<file path="src/rtl/mpmc_sat_add.sv">
`timescale 1ns / 1ps
`default_nettype none
module mpmc_sat_add #(
  parameter int W = 32
) (
  input  wire logic [W-1:0] a,
  input  wire logic [W-1:0] b,
  output logic      [W-1:0] sum
);

  logic [W:0] raw;

  // Add and clamp at all ones
  assign raw = {1'b0, a} + {1'b0, b};
  assign sum = raw[W] ? '1 : raw[W-1:0];

endmodule
`default_nettype wire

</file>
<file path="config.mk">
export PLATFORM = sky130hd
export DESIGN_NAME = mpmc_sat_add
export DESIGN_NICKNAME = d
export VERILOG_FILES = /design/src/rtl/mpmc_sat_add.sv
export SDC_FILE = /design/constraint.sdc
export NUM_CORES = 1
export LEC_CHECK = 0
export ABC_AREA = 1
export ABC_CLOCK_PERIOD_IN_PS = 4750
export BUFFER_PORTS_ARGS = -buffer_cell sky130_fd_sc_hd__buf_4
export CAP_MARGIN = 15
export CORE_ASPECT_RATIO = 0.8
export CORE_MARGIN = 10
export CORE_UTILIZATION = 33
export DETAILED_ROUTE_END_ITERATION = 6
export PLACE_DENSITY = 0.63
export SETUP_SLACK_MARGIN = 0.05
export SYNTH_ARGS = -nofsm -noshare
export SYNTH_HDL_FRONTEND = slang
export SYNTH_SLANG_ARGS = --single-unit
</file>
<file path="constraint.sdc">
create_clock -name vclk -period 4.75
set_input_delay 1.1875 -clock vclk [all_inputs]
set_output_delay 1.1875 -clock vclk [all_outputs]
set_load 0.02 [all_outputs]
</file>
==> results of run 1 <==
## synthesized netlist by cell type
library cell  count  area share, %
a21oi_1          15            2.7
nand2_2           4           0.90
nor3_1            6            1.1
a21oi_2           3           0.94
nor3_2            2           0.72
nand2_1         245             33
nand3_2          11            3.9
buf_6             3            1.2
inv_1           129             17
and2_1            7            1.6
and3_1            2           0.45
nand4_1           8            1.8
xor2_1           14            4.4
fa_1              1           0.72
nand3_1          41            7.3
clkinv_1          1           0.13
a21o_1            2           0.54
ha_1             32             14
inv_2            12            1.6
nor2_1           35            4.7
a21oi_4           1           0.58
o21ai_1           1           0.18
## power by group through the flow
stage / logic, W / clock network, W / registers [W]
floorplan: 0.000359 / 0 / 0
global placement: 0.000558 / 0 / 0
detailed placement: 0.000563 / 0 / 0
CTS: 0.000565 / 0 / 0
global route: 0.000625 / 0 / 0
finish: 0.000559 / 0 / 0
## cell usage in the layout, fill, tap and decap left out, drive strengths merged
| master | count |
|---|---|
| a21o | 2 |
| a21oi | 19 |
| and2 | 7 |
| and3 | 2 |
| buf | 98 |
| clkinv | 1 |
| fa | 1 |
| ha | 32 |
| inv | 141 |
| nand2 | 249 |
| nand3 | 52 |
| nand4 | 8 |
| nor2 | 35 |
| nor3 | 8 |
| o21ai | 1 |
| xor2 | 14 |
## worst max path at each step
stage	to	from	cells after the start
2_1_floorplan	sum[21]	a[0]	11
3_3_place_gp	sum[31]	a[0]	13
3_5_place_dp	sum[23]	a[0]	13
4_1_cts	sum[23]	a[0]	13
5_1_grt	sum[23]	a[0]	13
6_report	sum[23]	a[0]	13
## layer usage
metal / global-route usage (%) / up-vias / part of all wire, %
li1: - / 1921 / -
met1: 20.6 / 1523 / 46
met2: 28.6 / 64 / 48
met3: 0.771 / 2 / 5.3
met4: 0.452 / 0 / 0.23
met5: 0 / - / 0
## cell families (layout without fill, tap and decap cells)
group,after synthesis,count (layout)
AND/OR/NAND/NOR,361,361
buffers and inverters,145,240
adder cells (fa/ha/maj),33,33
AO/OA/AOI/OAI,22,22
XOR/XNOR,14,14
## per-stage QoR
stage	setup WS, ns	utilization (%)	hold slack (ns)
2_1_floorplan	0.737	-	2.65
3_3_place_gp	0.410	45.0	2.78
3_5_place_dp	0.317	45.0	2.78
4_1_cts	0.315	45.0	2.78
5_1_grt	0.186	45.0	2.82
6_report	0.332	45.0	2.78
## worst max-delay path: cells and delay by family
kind	cells	cell delay (ns)
buffers and inverters	3	0.48
AND/OR/NAND/NOR	7	0.67
adder cells (fa/ha/maj)	2	0.72
AO/OA/AOI/OAI	1	0.17
## final cells by class
type                       instances  area, µm²  area share (%)
inverter                         142        533            14.6
multi-input combinational        430       2230            61.1
tap                              108        135            3.71
timing repair buffer              98        748            20.5
==> flow_summary.yaml, run 1 <==
clock_network:
  cts.repair.resized: 0
  postCtsHoldBufs: 0
  cts_setup_buffers: 0
floorplanning:
  core_area_um2: 8090
  dieArea_um2: 12600
  die_x_um: 123
  initial_utilization_pct: 34.5
  die_height_um: 102
  pin_count: 96
  num_rows: 29
power_and_ir_drop:
  switching_share_pct: 60.4
  power_frac_clock_pct: 0
  combPwrFrac_pct: 100.0
  power.density_nw_per_um2: 153
  power_w: 0.000559
  p_int_w: 0.000221
  seqPwrFrac_pct: 0
  ir_drop_mv: 0.0825
  p_switching_w: 0.000338
  power.leakage_nw: 2.41
placed_design:
  portBuffers: 96
  hpwl_um: 9260
  gp_congestion: 0.932
  placed_area_um2: 3640
  post-place-cells: 778
layout:
  fill_cells: 924
  regArea_um2: 0
  num-clock-buffers: 0
  diodes: 0
  n_sequential_cell: 0
  nets: 769
  fin_area_um2: 3640
  drive_gt1_share_pct: 19.6
  syn2layout_area_growth_pct: 30.4
  fin_cells: 778
synthesis:
  synthMuxAreaShare_pct: 0
  synthAdderAreaFrac_pct: 15.0
  synth_nets: 672
  yosys.area_share.simple_pct: 55.4
  synthXorXnorAreaFrac_pct: 4.39
  syn-cell-area_um2: 2800
  synth_compound_area_share_pct: 4.92
  syn_inst: 575
  synth_area_per_cell_um2: 4.86
  yosys_warnings: 0
  synth_cell_types: 22
  ys_seq_area_share_pct: 0
  synth_top_family_by_area: "simple AND/OR/NAND/NOR gates"
routing:
  drcViolationCount: 0
  drtPass1Iterations: 4
  vias_per_cell: 4.51
  vias: 3510
  wl_per_cell_um: 12.9
  drt-initial-drc-count: 175
  wl_um: 10100
  detail-route-antenna-nets: 0
min_path:
  min_from: "b[0]"
  holdPathStages: 5
  hold_class: "input pin to output pin"
  hold_end: "sum[0]"
global_route:
  gr-total-overflow: 0
  grt_max_degree: 25
  grt_pass1_vias: 3427
  track_usage_pct: 15.6
  grt_pass1_wl_um: 16100
  antenna_found_initial: 0
sta:
  fmax_mhz: 226
  slew_violations: 0
  max-slew-margin-rel_pct: 81.4
  fin_crit_ns: 4.42
  rsz0062_at_grt: "no"
  tns_ns: 0
  setup_violations: 0
  final_hold_viol_count: 0
  worst_slew_pin_slew_ns: 0.278
  final.period_utilization_pct: 93.0
flow_run:
  max-cap-violations: 0
critical_path:
  cp_cell_sequence: "buf_4 -> ha_1 -> fa_1 -> nand3_1 -> nand3_2 -> nand2_1 -> nand2_2 -> nand2_1 -> nand2_2 -> a21oi_4 -> buf_12 -> nand3_1 -> buf_4"
  crit_arrival_ns: 3.23
  worstPathRequired_ns: 3.56
  crit_path_start_kind: "input pin"
  crit_path_max_fanout: 24
  crit_type: "input pin to output pin"
  cp-end-kind: "output pin"
  critPathSlowestCell: "fa_1"
  slowest_delay_ns: 0.49
status:
  status: "complete, no violations"
(Power assumes the default switching activity.)
==> run 2, diff against run 1 <==
--- a/config.mk
+++ b/config.mk
@@ -10,7 +10,7 @@
 export BUFFER_PORTS_ARGS = -buffer_cell sky130_fd_sc_hd__buf_4
 export CAP_MARGIN = 15
 export CORE_ASPECT_RATIO = 0.8
-export CORE_MARGIN = 10
+export CORE_MARGIN = 3
 export CORE_UTILIZATION = 33
 export DETAILED_ROUTE_END_ITERATION = 6
 export PLACE_DENSITY = 0.63
==> flow_summary.yaml, run 2 (same netlist as run 1, synthesis figures left out) <==
floorplanning:
  core_area_um2: 8090
  pin_count: 96
  die_height_um: 88.3
  initial_utilization_pct: 34.5
  dieArea_um2: 9620
  die_x_um: 109
  num_rows: 29
sta:
  final_hold_viol_count: 0
  fin_crit_ns: 4.39
  rsz0062_at_grt: "no"
  worst_slew_pin_slew_ns: 0.288
  fmax_mhz: 228
  final.period_utilization_pct: 92.5
  slew_violations: 0
  max-slew-margin-rel_pct: 80.7
  setup_violations: 0
  tns_ns: 0
clock_network:
  cts.repair.resized: 0
  postCtsHoldBufs: 0
  cts_setup_buffers: 0
critical_path:
  crit_type: "input pin to output pin"
  slowest_delay_ns: 0.47
  cp-end-kind: "output pin"
  crit_path_max_fanout: 24
  cp_cell_sequence: "buf_4 -> ha_1 -> fa_1 -> nand3_1 -> nand3_2 -> nand2_1 -> nand2_2 -> nand2_1 -> nand2_2 -> a21oi_4 -> buf_12 -> nand3_1 -> buf_4"
  crit_path_start_kind: "input pin"
  startpoint: "a[0]"
  worstPathRequired_ns: 3.56
  critPathSlowestCell: "fa_1"
  critical-path-top-delay-family: "adder cells"
  cp_num_buf_inv: 3
  crit_arrival_ns: 3.21
placed_design:
  portBuffers: 96
  gp_congestion: 0.938
  hpwl_um: 8490
layout:
  layout_common_cells: "nand2_1, inv_1, buf_4, nand3_1, nor2_1"
  fill_cells: 931
  syn2layout_area_growth_pct: 30.4
  regArea_um2: 0
  nets: 769
  drive_gt1_share_pct: 19.6
  diodes: 0
  num-clock-buffers: 0
  n_sequential_cell: 0
  multi_input_area_um2: 2230
  final_common_cell: "nand2_1"
global_route:
  grt_pass1_wl_um: 15300
  antenna_found_initial: 0
  track_usage_pct: 19.6
  grt_pass1_vias: 3322
  grt_max_degree: 25
  gr-total-overflow: 0
power_and_ir_drop:
  combPwrFrac_pct: 100.0
  switching_share_pct: 60.3
  power.leakage_nw: 2.41
  seqPwrFrac_pct: 0
  power_w: 0.000558
  power.density_nw_per_um2: 153
  power_frac_clock_pct: 0
  ir_drop_mv: 0.0819
  p_int_w: 0.000221
  p_switching_w: 0.000337
routing:
  vias: 3548
  drtPass1Iterations: 5
  drt-initial-drc-count: 163
  drcViolationCount: 0
  wl_um: 9480
  detail-route-antenna-nets: 0
  wl_per_cell_um: 12.2
  vias_per_cell: 4.56
status:
  status: "complete, no violations"
min_path:
  hold_class: "input pin to output pin"
  hold_end: "sum[0]"
  min_from: "b[0]"
  holdPathStages: 5
flow_run:
  max-cap-violations: 0
run 2: cell counts in the layout (fill, tap and decap cells not counted):
No cell type changed its count.
run 2: layout make-up:
| class | instances | share of cell area (%) |
|---|---|---|
| Inverter | 142 | 14.6 |
| Timing Repair Buffer | 98 | 20.5 |
| Tap cell | 108 | 3.71 |
| Multi-Input combinational cell | 430 | 61.1 |
run 2: power groups by stage:
stage,combinational (W),clock (W),sequential (W)
global placement,0.000552,0,0
finish,0.000558,0,0
floorplan,0.000359,0,0
CTS,0.000558,0,0
detailed placement,0.000556,0,0
global route,0.000621,0,0
run 2: worst max-delay path by stage:
| stage | depth (start not counted) | end | slack [ns] |
|---|---|---|---|
| finish | 13 | sum[23] | 0.36 |
| global route | 13 | sum[21] | 0.21 |
| CTS | 13 | sum[21] | 0.35 |
| detailed placement | 13 | sum[21] | 0.36 |
| global placement | 13 | sum[31] | 0.43 |
| floorplan | 11 | sum[21] | 0.74 |
run 2: tightest hold or removal path, delay by kind of cell:
family        cells  cell delay, ns
fa+ha+maj         1            0.11
buf+inv           3            0.25
simple gates      1            0.05
run 2: stage by stage:
step,area [µm²],worst slack [ns],cells,hold WS [ns],utilization [%]
floorplan,2800,0.737,575,2.65,-
global placement,3640,0.427,778,2.77,45.0
detailed placement,3640,0.360,778,2.78,45.0
CTS,3640,0.353,778,2.78,45.0
global route,3640,0.209,778,2.81,45.0
finish,3640,0.356,778,2.78,45.0
run 2: metal layers:
layer	up-vias	track usage [%]	part of all wire (%)
met4	0	1.38	0.58
li1	1917	-	-
met2	79	33.8	46
met1	1548	28.4	48
met5	-	0	0
met3	4	0.584	5.4
==> run 3, diff against run 2 <==
--- a/config.mk
+++ b/config.mk
@@ -13,6 +13,8 @@
 export CORE_MARGIN = 3
 export CORE_UTILIZATION = 33
 export DETAILED_ROUTE_END_ITERATION = 6
+export GPL_ROUTABILITY_DRIVEN = 0
+export MAX_ROUTING_LAYER = met4
 export PLACE_DENSITY = 0.63
 export SETUP_SLACK_MARGIN = 0.05
 export SYNTH_ARGS = -nofsm -noshare
==> constraint.sdc (replaced) <==
create_clock -name vclk -period 4.75
set_input_delay 1.1875 -clock vclk [all_inputs]
set_output_delay 1.1875 -clock vclk [all_outputs]
set_load 0.005 [all_outputs]
==> flow_summary.yaml, run 3 (same netlist as run 1, synthesis figures left out) <==
floorplanning:
  initial_utilization_pct: 34.5
  num_rows: 29
  dieArea_um2: 9620
  die_height_um: 88.3
  core_area_um2: 8090
  pin_count: 96
  die_x_um: 109
critical_path:
  crit_type: "input pin to output pin"
  crit_arrival_ns: 3.19
  crit_path_start_kind: "input pin"
  crit_path_max_fanout: 24
  worstPathRequired_ns: 3.56
  cp-end-kind: "output pin"
layout:
  final_common_cell: "nand2_1"
  diodes: 0
  n_sequential_cell: 0
  layout_common_cells: "nand2_1, inv_1, buf_4, nand3_1, nor2_1"
  syn2layout_area_growth_pct: 30.4
  num-clock-buffers: 0
  drive_gt1_share_pct: 19.6
  fill_cells: 922
  regArea_um2: 0
  nets: 769
sta:
  rsz0062_at_grt: "no"
  final.period_utilization_pct: 92.1
  tns_ns: 0
  fmax_mhz: 229
  worst_slew_pin_slew_ns: 0.269
  max-slew-margin-rel_pct: 82.0
  setup_violations: 0
  slew_violations: 0
  final_hold_viol_count: 0
  fin_crit_ns: 4.38
  worst_slack_ns: 0.375
routing:
  vias_per_cell: 4.57
  drtPass1Iterations: 5
  wl_per_cell_um: 12.0
  vias: 3555
  wl_um: 9340
  drt-initial-drc-count: 142
  detail-route-antenna-nets: 0
  drcViolationCount: 0
status:
  status: "complete, no violations"
clock_network:
  cts_setup_buffers: 0
  postCtsHoldBufs: 0
  cts.repair.resized: 0
flow_run:
  max-cap-violations: 0
global_route:
  grt_pass1_wl_um: 14900
  antenna_found_initial: 0
  gr-total-overflow: 0
  track_usage_pct: 19.7
  grt_max_degree: 25
  grt_pass1_vias: 3281
min_path:
  hold_class: "input pin to output pin"
placed_design:
  portBuffers: 96
  hpwl_um: 8450
  place_ws_ns: 0.378
power_and_ir_drop:
  ir_drop_mv: 0.0806
  power.density_nw_per_um2: 136
  power.leakage_nw: 2.41
-- run 3: per-stage QoR --
stage / cells / hold WS [ns] / total power (W) / cell area [µm²] / util (%)
4_1_cts: 778 / 2.74 / 0.000497 / 3640 / 45.0
3_3_place_gp: 778 / 2.74 / 0.000491 / 3640 / 45.0
6_report: 778 / 2.74 / 0.000496 / 3640 / 45.0
2_1_floorplan: 575 / 2.56 / 0.000301 / 2800 / -
3_5_place_dp: 778 / 2.74 / 0.000495 / 3640 / 45.0
5_1_grt: 778 / 2.78 / 0.000560 / 3640 / 45.0
-- run 3: layer usage --
metal  vias to the layer above  share of wire (%)  GRT usage, %
li1                       1923                  -             -
met1                      1555                 49          28.0
met2                        71                 46          33.0
met3                         6                4.2        0.0729
met4                         0               0.41          1.49
met5                         -                  0             -
-- run 3: worst paths after layout --
kind,from,cells after the start,to,slack (ns)
hold / removal,b[0],5,sum[0],2.74
setup / recovery,a[0],13,sum[23],0.37
-- run 3: critical path, cell delays in order --
cell and delay, ns:
buf_4 0.11, ha_1 0.23, fa_1 0.47, nand3_1 0.14, nand3_2 0.10, nand2_1 0.09
nand2_2 0.06, nand2_1 0.07, nand2_2 0.08, a21oi_4 0.17, buf_12 0.20, nand3_1 0.10
buf_4 0.15
-- run 3: area by class of cell --
type / instances / area [µm²] / area share, %
multi-input combinational: 430 / 2230 / 61.1
inverter: 142 / 533 / 14.6
tap: 108 / 135 / 3.71
timing repair buffer: 98 / 748 / 20.5
-- run 3: report_power, final --
group	switching (W)	internal [W]
Combinational	0.000278	0.000218
Sequential	0	0
Clock	0	0
